===== src/hw/rtl/aarm_pkg.sv =====
package aarm_pkg;

  localparam int CordicIters = 24;
  localparam logic signed [33:0] CordicKQ30 = 34'sd652032874;
  localparam logic signed [33:0] PiQ24 = 34'sd52707179;
  localparam logic signed [33:0] HalfPiQ24 = 34'sd26353589;

  // stages: 0 reduce, 1..24 cordic, 25 round, 26 products, 27 squares,
  // 28 sum, 29..59 sqrt, 60..90 divide, 91 products, 92 sums, 93 output
  localparam int SqS = 31;
  localparam int DvS = 31;
  localparam int CS = 1 + CordicIters;
  localparam int QS = CS + 1;
  localparam int PS = QS + 1;
  localparam int SS = PS + 1;
  localparam int RS = SS + 1;
  localparam int DS = RS + SqS;
  localparam int MS = DS + DvS;
  localparam int Depth = MS + 3;

  function automatic logic signed [33:0] atan_entry(input int i);
    logic signed [33:0] r;
    begin
      case (i)
        0: r = 34'sd13176795;
        1: r = 34'sd7778716;
        2: r = 34'sd4110060;
        3: r = 34'sd2086331;
        4: r = 34'sd1047214;
        5: r = 34'sd524117;
        6: r = 34'sd262123;
        7: r = 34'sd131069;
        default: r = 34'sd1 <<< (24 - i);
      endcase
      return r;
    end
  endfunction

  typedef struct packed {
    logic signed [33:0] x;
    logic signed [33:0] y;
    logic signed [33:0] z;
    logic flip;
    logic signed [15:0] ax;
    logic signed [15:0] ay;
    logic signed [15:0] az;
  } cordic_t;

  typedef struct packed {
    logic [59:0] rem;
    logic [30:0] root;
  } sqrt_t;

endpackage


===== src/hw/rtl/aarm_pipe_ctl.sv =====
module aarm_pipe_ctl import aarm_pkg::*; (
  input  logic clk,
  input  logic rst,
  input  logic in_valid,
  output logic in_ready,
  output logic out_valid,
  input  logic out_ready,
  output logic [Depth-1:0] vld,
  output logic [Depth-1:0] adv
);
  // Per-stage valid bits; a stage advances when its successor frees up.
  always_comb begin
    adv[Depth-1] = !vld[Depth-1] || out_ready;
    for (int i = Depth - 2; i >= 0; i--) adv[i] = !vld[i] || adv[i+1];
  end
  assign in_ready = adv[0];
  assign out_valid = vld[Depth-1];
  always_ff @(posedge clk) begin
    if (rst) begin
      vld <= '0;
    end else begin
      if (adv[0]) vld[0] <= in_valid;
      for (int i = 1; i < Depth; i++) if (adv[i]) vld[i] <= vld[i-1];
    end
  end
endmodule


===== config.mk =====
export PLATFORM = sky130hd
export DESIGN_NAME = aarm_pipe_ctl
export DESIGN_NICKNAME = d
export VERILOG_FILES = /design/src/hw/rtl/aarm_pkg.sv /design/src/hw/rtl/aarm_pipe_ctl.sv
export SDC_FILE = /design/constraint.sdc
export NUM_CORES = 1
export LEC_CHECK = 0
export BUFFER_PORTS_ARGS = -buffer_cell sky130_fd_sc_hd__buf_2
export CAP_MARGIN = 20
export CORE_UTILIZATION = 45
export DETAILED_ROUTE_END_ITERATION = 8
export GPL_TIMING_DRIVEN = 0
export PLACE_DENSITY = 0.8
export SLEW_MARGIN = 20
export SYNTH_ARGS = -nofsm -noshare
export SYNTH_HDL_FRONTEND = slang
export SYNTH_SLANG_ARGS = --single-unit

===== constraint.sdc =====
create_clock -name clk -period 3.8 [get_ports clk]
set_input_delay 0.38 -clock clk [delete_from_list [all_inputs] [get_ports clk]]
set_output_delay 0.38 -clock clk [all_outputs]
set_load 0.05 [all_outputs]

* Word level (Yosys, flattened, before mapping)
Index checks and enable logic that the tools add are counted.
** Cells by class
- Reduce and logical (&&, ||, !) cells :: 188
** Operators with widths (number)
- $logic_not 1->1 :: 94
- $logic_or 1x1->1 :: 94
** Storage, ports and cells
- Bits in registers :: 94
- Bits of input ports :: 4
- Output and inout bits :: 190

* Depth between registers and ports, before layout
Gate-level depths: netlist (run 1).
- Word-level depth :: 95
- Gate-level depth with buffers :: 9

* Worst setup path after synthesis (run 1)
OpenSTA, ideal clock, no wires.
- Kind :: flip-flop to output port
- Start :: reg vld[93]
- End :: out adv[0]
- Arrival :: 3.208 ns
- Path slack :: 0.212 ns
- Cell stages (with the launch flop) :: 10
- Path buffers :: 3
- Cells stage by stage :: dfxtp_1 nor2b_2 inv_2 or3b_1 buf_2 nor3_4 and2_0 clkbuf_1 nand4_1 buf_4
** On the way
- Longest elaborated chain between the ends :: 95
** Ends and longest elaborated chain
- start, declared :: RTL line aarm_pipe_ctl.sv:8 : output logic [Depth-1:0] vld,
- start signal, assigned :: RTL line aarm_pipe_ctl.sv:20 : vld <= '0;
- $logic_not 1->1 :: RTL line aarm_pipe_ctl.sv:13 : adv[Depth-1] = !vld[Depth-1] || out_ready;
- $logic_or 1x1->1 :: RTL line aarm_pipe_ctl.sv:13
- named net adv[93] :: RTL line aarm_pipe_ctl.sv:9 : output logic [Depth-1:0] adv
- $logic_or 1x1->1 (93 in a row) :: RTL line aarm_pipe_ctl.sv:14 : for (int i = Depth - 2; i >= 0; i--) adv[i] = !vld[i] || adv[i+1];
- end, declared :: RTL line aarm_pipe_ctl.sv:9
The timed path passes the listed nets, and every way through them passes these cells.

* Worst setup path in the final report (run 1)
- Start :: reg vld[93]
- End :: out adv[29]
** On the way
- Longest elaborated chain between the ends :: 66
** Ends and longest elaborated chain (RTL line)
- $logic_not 1->1 :: aarm_pipe_ctl.sv:13
- $logic_or 1x1->1 :: aarm_pipe_ctl.sv:13
- $logic_or 1x1->1 (64 in a row) :: aarm_pipe_ctl.sv:14
Every way passes these cells.

==> metrics.txt, run 1 <==
Tot GR Track Use 27.1%; CTS tree yes; Die Y 97.6 um; Total Negative Setup Slacks 0 ns; hold slack 0.233 ns; leak pwr 2.17 nW; Top Registers vld (94); Post-synth EDFFs 0; number of cell rows 34; vias after detailed routing 4701; Resize count post-CTS 0; Tmin final 3.52 ns; Synth Warn # 0; Fill cells 803; placed cells 817; post-route insts no fill 832; Critical Path Source vld[93]; number of global-route vias before repair 4193; WP data required 3.42 ns; MaxCap Viol Count 0; initial antenna violation count 1; root buf cell clkbuf_8; clock share of power 38.9%; Cell Area, Synth 4110 um^2; largest net degree at the start of global routing 15; Max Clk Rate 284 MHz; global route overflow 0; # setup viols final 0; startpoint type of the worst setup path flop; number of inserted diodes 0; Commonest cells post-synth dfxtp_1 (94), inv_1 (56), nor2_1 (53), a21oi_1 (52), nand2_1 (47); drt first pass iters 5; reg2reg start vld[93]; top_reg_cell synth dfxtp_1; status complete, no violations; Vias/cell 5.65; Syn Nets 521; CTS Hold Bufs 0; count leader, synth dfxtp_1; Detail Placement HPWL 10000 um; synthesized instance count 517; sw frac 22.0%; Data arrival, critical path 3.14 ns; PortBufs 192; crit share post-route 92.7%; routability congestion estimate 0.891; DRC errors left 0; Worst VDD drop 0.156 mV; nets 724; I/O pin count 194; Max Root-Sink Buffers 2; P per Cell Area 311 nW/um^2; internal power 1.31 mW; Slew Limit Fails 0; crit path kind flop to primary output; Final Util 61.6%; hold_sp in_valid; Synth top area share 45.8%; Tightest Pin Transition 0.881 ns; Slew headroom 41.1%; clk_skew 0.0113 ns; Worst-path clk slew 0.09 ns; Die X 97.6 um; sw power 369 uW; layout cells sized above 1 31.4%; RSZ-0062 raised after global routing no; leading post-synthesis cells by cell area dfxtp_1 (46%), nand4_1 (6.4%), a21oi_1 (6.3%), nand3_1 (5.2%), inv_1 (5.1%); Seq/Total Area, Yosys 45.8%; Largest register FFs 94; Layout area overhead 31.3%; wire per inst 16.0 um; Final Hold Fails 0; synth unique cells 36; Starting Density 46.9%; Final WS setup 0.277 ns; H-tree depth 3; FFs w/ async S/R, synth 0%; FF+latch count, synth 94; DRT iter0 DRCs 317; final WL 13400 um; Largest Register vld; Die ar. 9520 um^2; Flop pwr share 58.9%; Synth Area per Inst 7.95 um^2; pre-CTS setup slack 0.579 ns; Synth area leader dfxtp_1; Worst setup EP type primary output; Max Fanout on Critical Path 10; Post CTS Setup Buffer Count 0; HP Class input pin to flop; Routed Antenna Nets 0; combinational power share 2.3%; clk_lat worst skew 0.36 ns; total CTS buffers 9; first-pass GRT wire length 21000 um; Core ar. 8760 um^2; Clock Sinks 94
stage by stage:
| stage | power, mW | instance area, um^2 |
|---|---|---|
| detailed placement | 1.05 | 5200 |
| global placement | 1.05 | 5200 |
| floorplan | 1.03 | 4110 |
| CTS | 1.68 | 5390 |
| finish | 1.68 | 5390 |
| global route | 1.72 | 5390 |
cells in the final DEF (no fill, tap or decap), types with 7 or more instances in the layout:
master,instances
a21oi_1,52
and2_1,7
o2bb2ai_1,9
and3_1,25
nand4_1,42
clkbuf_1,23
a41oi_1,8
inv_1,56
nand3_1,43
dfxtp_1,94
nor2_1,53
nand2_1,47
o31ai_1,7
and4_1,8
clkbuf_8,10
buf_2,199
routing by layer:
layer	vias to the layer above	global-route usage [%]	share of wire [%]
met3	27	6.26	9.3
met5	-	0	0.097
met1	2200	33.5	40
li1	2206	-	-
met4	2	9.05	1.7
met2	266	46.4	48
layout make-up:
class / count / area [um^2] / share of cell area [%]
well taps: 108 / 135 / 2.51
clock inverters: 4 / 47.5 / 0.881
flip-flops and latches: 94 / 1880 / 34.9
plain buffers: 34 / 163 / 3.02
multi-input cells: 331 / 1850 / 34.2
clock buffers: 11 / 141 / 2.62
inverters: 58 / 218 / 4.04
repair buffers: 192 / 961 / 17.8
path summary, 6_finish.rpt:
kind / endpoint / slack [ns] / depth (start not counted)
worst max-delay path: adv[29] / 0.28 / 10
worst min-delay path: vld[0] / 0.23 / 2
worst max register to register: vld[35] / 1.16 / 8
worst min register to register: vld[68] / 0.46 / 2
worst max-delay path, stage by stage (launching register included):
cell	delay [ns]
dfxtp_1	0.37
nor2b_2	0.28
inv_2	0.07
or3b_1	0.36
buf_2	0.18
nor4_4	0.69
and2_1	0.22
buf_4	0.15
buf_6	0.14
nand3_1	0.08
buf_2	0.24
power groups by stage:
stage | Clock, mW | Combinational, mW | Sequential (mW)
final | 0.652 | 0.0380 | 0.988
after global routing | 0.692 | 0.0409 | 0.988
after global placement | 0 | 0.0380 | 1.01
after floorplan | 0 | 0.0176 | 1.02
after detailed placement | 0 | 0.0382 | 1.01
after CTS | 0.658 | 0.0383 | 0.987
cells by family (layout without fill, tap and decap cells):
kind of cell           count (synthesis)  count (layout)  synth area share, %
and+or+nand+nor                      246             246                 31.8
DFF                                   94              94                 45.8
buffers and inverters                 92             299                 9.26
AOI/OAI and AO/OA                     85              85                 13.2
Note: power is estimated with default switching activity, not from simulation.
==> run 2: changes to the inputs <==
--- a/config.mk
+++ b/config.mk
@@ -10,7 +10,7 @@
 export CORE_UTILIZATION = 45
 export DETAILED_ROUTE_END_ITERATION = 8
 export GPL_TIMING_DRIVEN = 0
-export PLACE_DENSITY = 0.8
+export PLACE_DENSITY = 0.78
 export SLEW_MARGIN = 20
 export SYNTH_ARGS = -nofsm -noshare
 export SYNTH_HDL_FRONTEND = slang
==> metrics.txt, run 2 (synthesized netlist as in run 1, its figures left out) <==
# setup viols final 0; commonest non-fill, non-tap cell in the layout buf_2; nets 724; DRT iter0 DRCs 240; clk_skew 0.0148 ns; number of cell rows 34; Die ar. 9520 um^2; vias after detailed routing 4635; I/O pin count 194; gr busiest metal met2; Core ar. 8760 um^2; met1 usage 36.3%; Tightest Pin Transition 0.935 ns; initial antenna violation count 0; most frequent cells in the layout buf_2 (199), dfxtp_1 (94), inv_1 (56), nor2_1 (53), a21oi_1 (52); root buf cell clkbuf_8; clk_lat worst skew 0.36 ns; WP data required 3.42 ns; Flop pwr share 57.3%; pre-CTS setup slack 0.611 ns; Post CTS Setup Buffer Count 0; Tot GR Track Use 27.4%; Largest register FFs 94; Vias/cell 5.56; final WL 13200 um; Routed Antenna Nets 0; met3 global-route usage 4.96%; Final WS setup 0.300 ns; Die X 97.6 um; crit path kind flop to primary output; CTS Hold Bufs 0; Worst VDD drop 0.216 mV; sw frac 24.2%; DRC errors left 0; hold slack 0.231 ns; clock share of power 40.4%; Slew headroom 37.5%; layout cells sized above 1 31.6%; largest net degree at the start of global routing 18; CTS tree yes; global route overflow 0; number of inserted diodes 0; Design Power 1.72 mW; Clock Sinks 94; status complete, no violations; Layout area overhead 31.6%; Die Y 97.6 um; RSZ-0062 raised after global routing no; PortBufs 192; leak pwr 2.18 nW; Max Root-Sink Buffers 2; startpoint type of the worst setup path flop; Final Hold Fails 0; Resize count post-CTS 0; wire per inst 15.9 um; HP Class input pin to flop; Detail Placement HPWL 10000 um; Starting Density 46.9%; number of global-route vias before repair 4174; Global Route met2 Usage 44.5%; Max Clk Rate 286 MHz; Largest Register vld; first-pass GRT wire length 21200 um; Slew Limit Fails 0; sw power 417 uW; Total Negative Setup Slacks 0 ns; combinational power share 2.2%; Top Registers vld (94); Tmin final 3.50 ns; routability congestion estimate 0.887; total CTS buffers 9; Worst-path clk slew 0.10 ns; drt first pass iters 5; Fill cells 762; P per Cell Area 319 nW/um^2; Max Fanout on Critical Path 10; Worst setup EP type primary output; H-tree depth 3; internal power 1.31 mW; crit share post-route 92.1%; Data arrival, critical path 3.12 ns; MaxCap Viol Count 0
==> run 2: cell types whose count changed in the layout (fill, tap and decap cells not counted) <==
cell / delta
clkinv_4: +1
clkbuf_1: -1
clkinv_2: -1
clkinvlp_4: -1
inv_6: +4
clkbuf_8: -1
==> run 2: layout make-up <==
cell class / instances / area, um^2 / area share, %
buffer: 34 / 163 / 3.01
clock buffer: 9 / 124 / 2.29
clock inverter: 7 / 78.8 / 1.46
tap: 108 / 135 / 2.50
inverter: 58 / 218 / 4.03
timing repair buffer: 192 / 961 / 17.8
multi-input combinational: 331 / 1850 / 34.2
sequential: 94 / 1880 / 34.8
==> run 2: per-stage QoR <==
| step | util [%] | std cells | cell area [um^2] |
|---|---|---|---|
| finish | 61.7 | 833 | 5410 |
| global route | 61.7 | 833 | 5410 |
| global placement | 59.4 | 817 | 5200 |
| detailed placement | 59.4 | 817 | 5200 |
| CTS | 61.7 | 833 | 5410 |
| floorplan | - | 517 | 4110 |
==> run 2: power groups by stage <==
stage	Combinational, mW	Clock, mW	Sequential (mW)
6_report	0.0382	0.697	0.988
5_1_grt	0.0409	0.750	0.989
4_1_cts	0.0384	0.703	0.988
3_5_place_dp	0.0381	0	1.01
3_3_place_gp	0.0378	0	1.01
2_1_floorplan	0.0176	0	1.02
==> run 2: path summary, 6_finish.rpt <==
kind | end | startpoint | slack, ns | depth (start not counted)
max | adv[24] | vld[93] | 0.30 | 10
min | vld[0] | in_valid | 0.23 | 2
max reg2reg | vld[35] | vld[93] | 1.19 | 8
min reg2reg | vld[30] | vld[29] | 0.47 | 2
==> run 2: critical path, stage by stage, from the launching register on <==
cell and delay [ns]:
dfxtp_1 0.37, nor2b_2 0.25, inv_2 0.06, or3b_1 0.38, buf_2 0.18, nor4_4 0.69
and2_1 0.22, buf_4 0.15, buf_6 0.13, nand3_1 0.08, buf_2 0.23
==> run 2: metal layers <==
metal	vias up	wire, um	share of wire, %
met4	0	280	2.1
met1	2182	5800	44
met5	-	0	0
met2	216	6210	47
li1	2210	-	-
met3	27	927	7.0
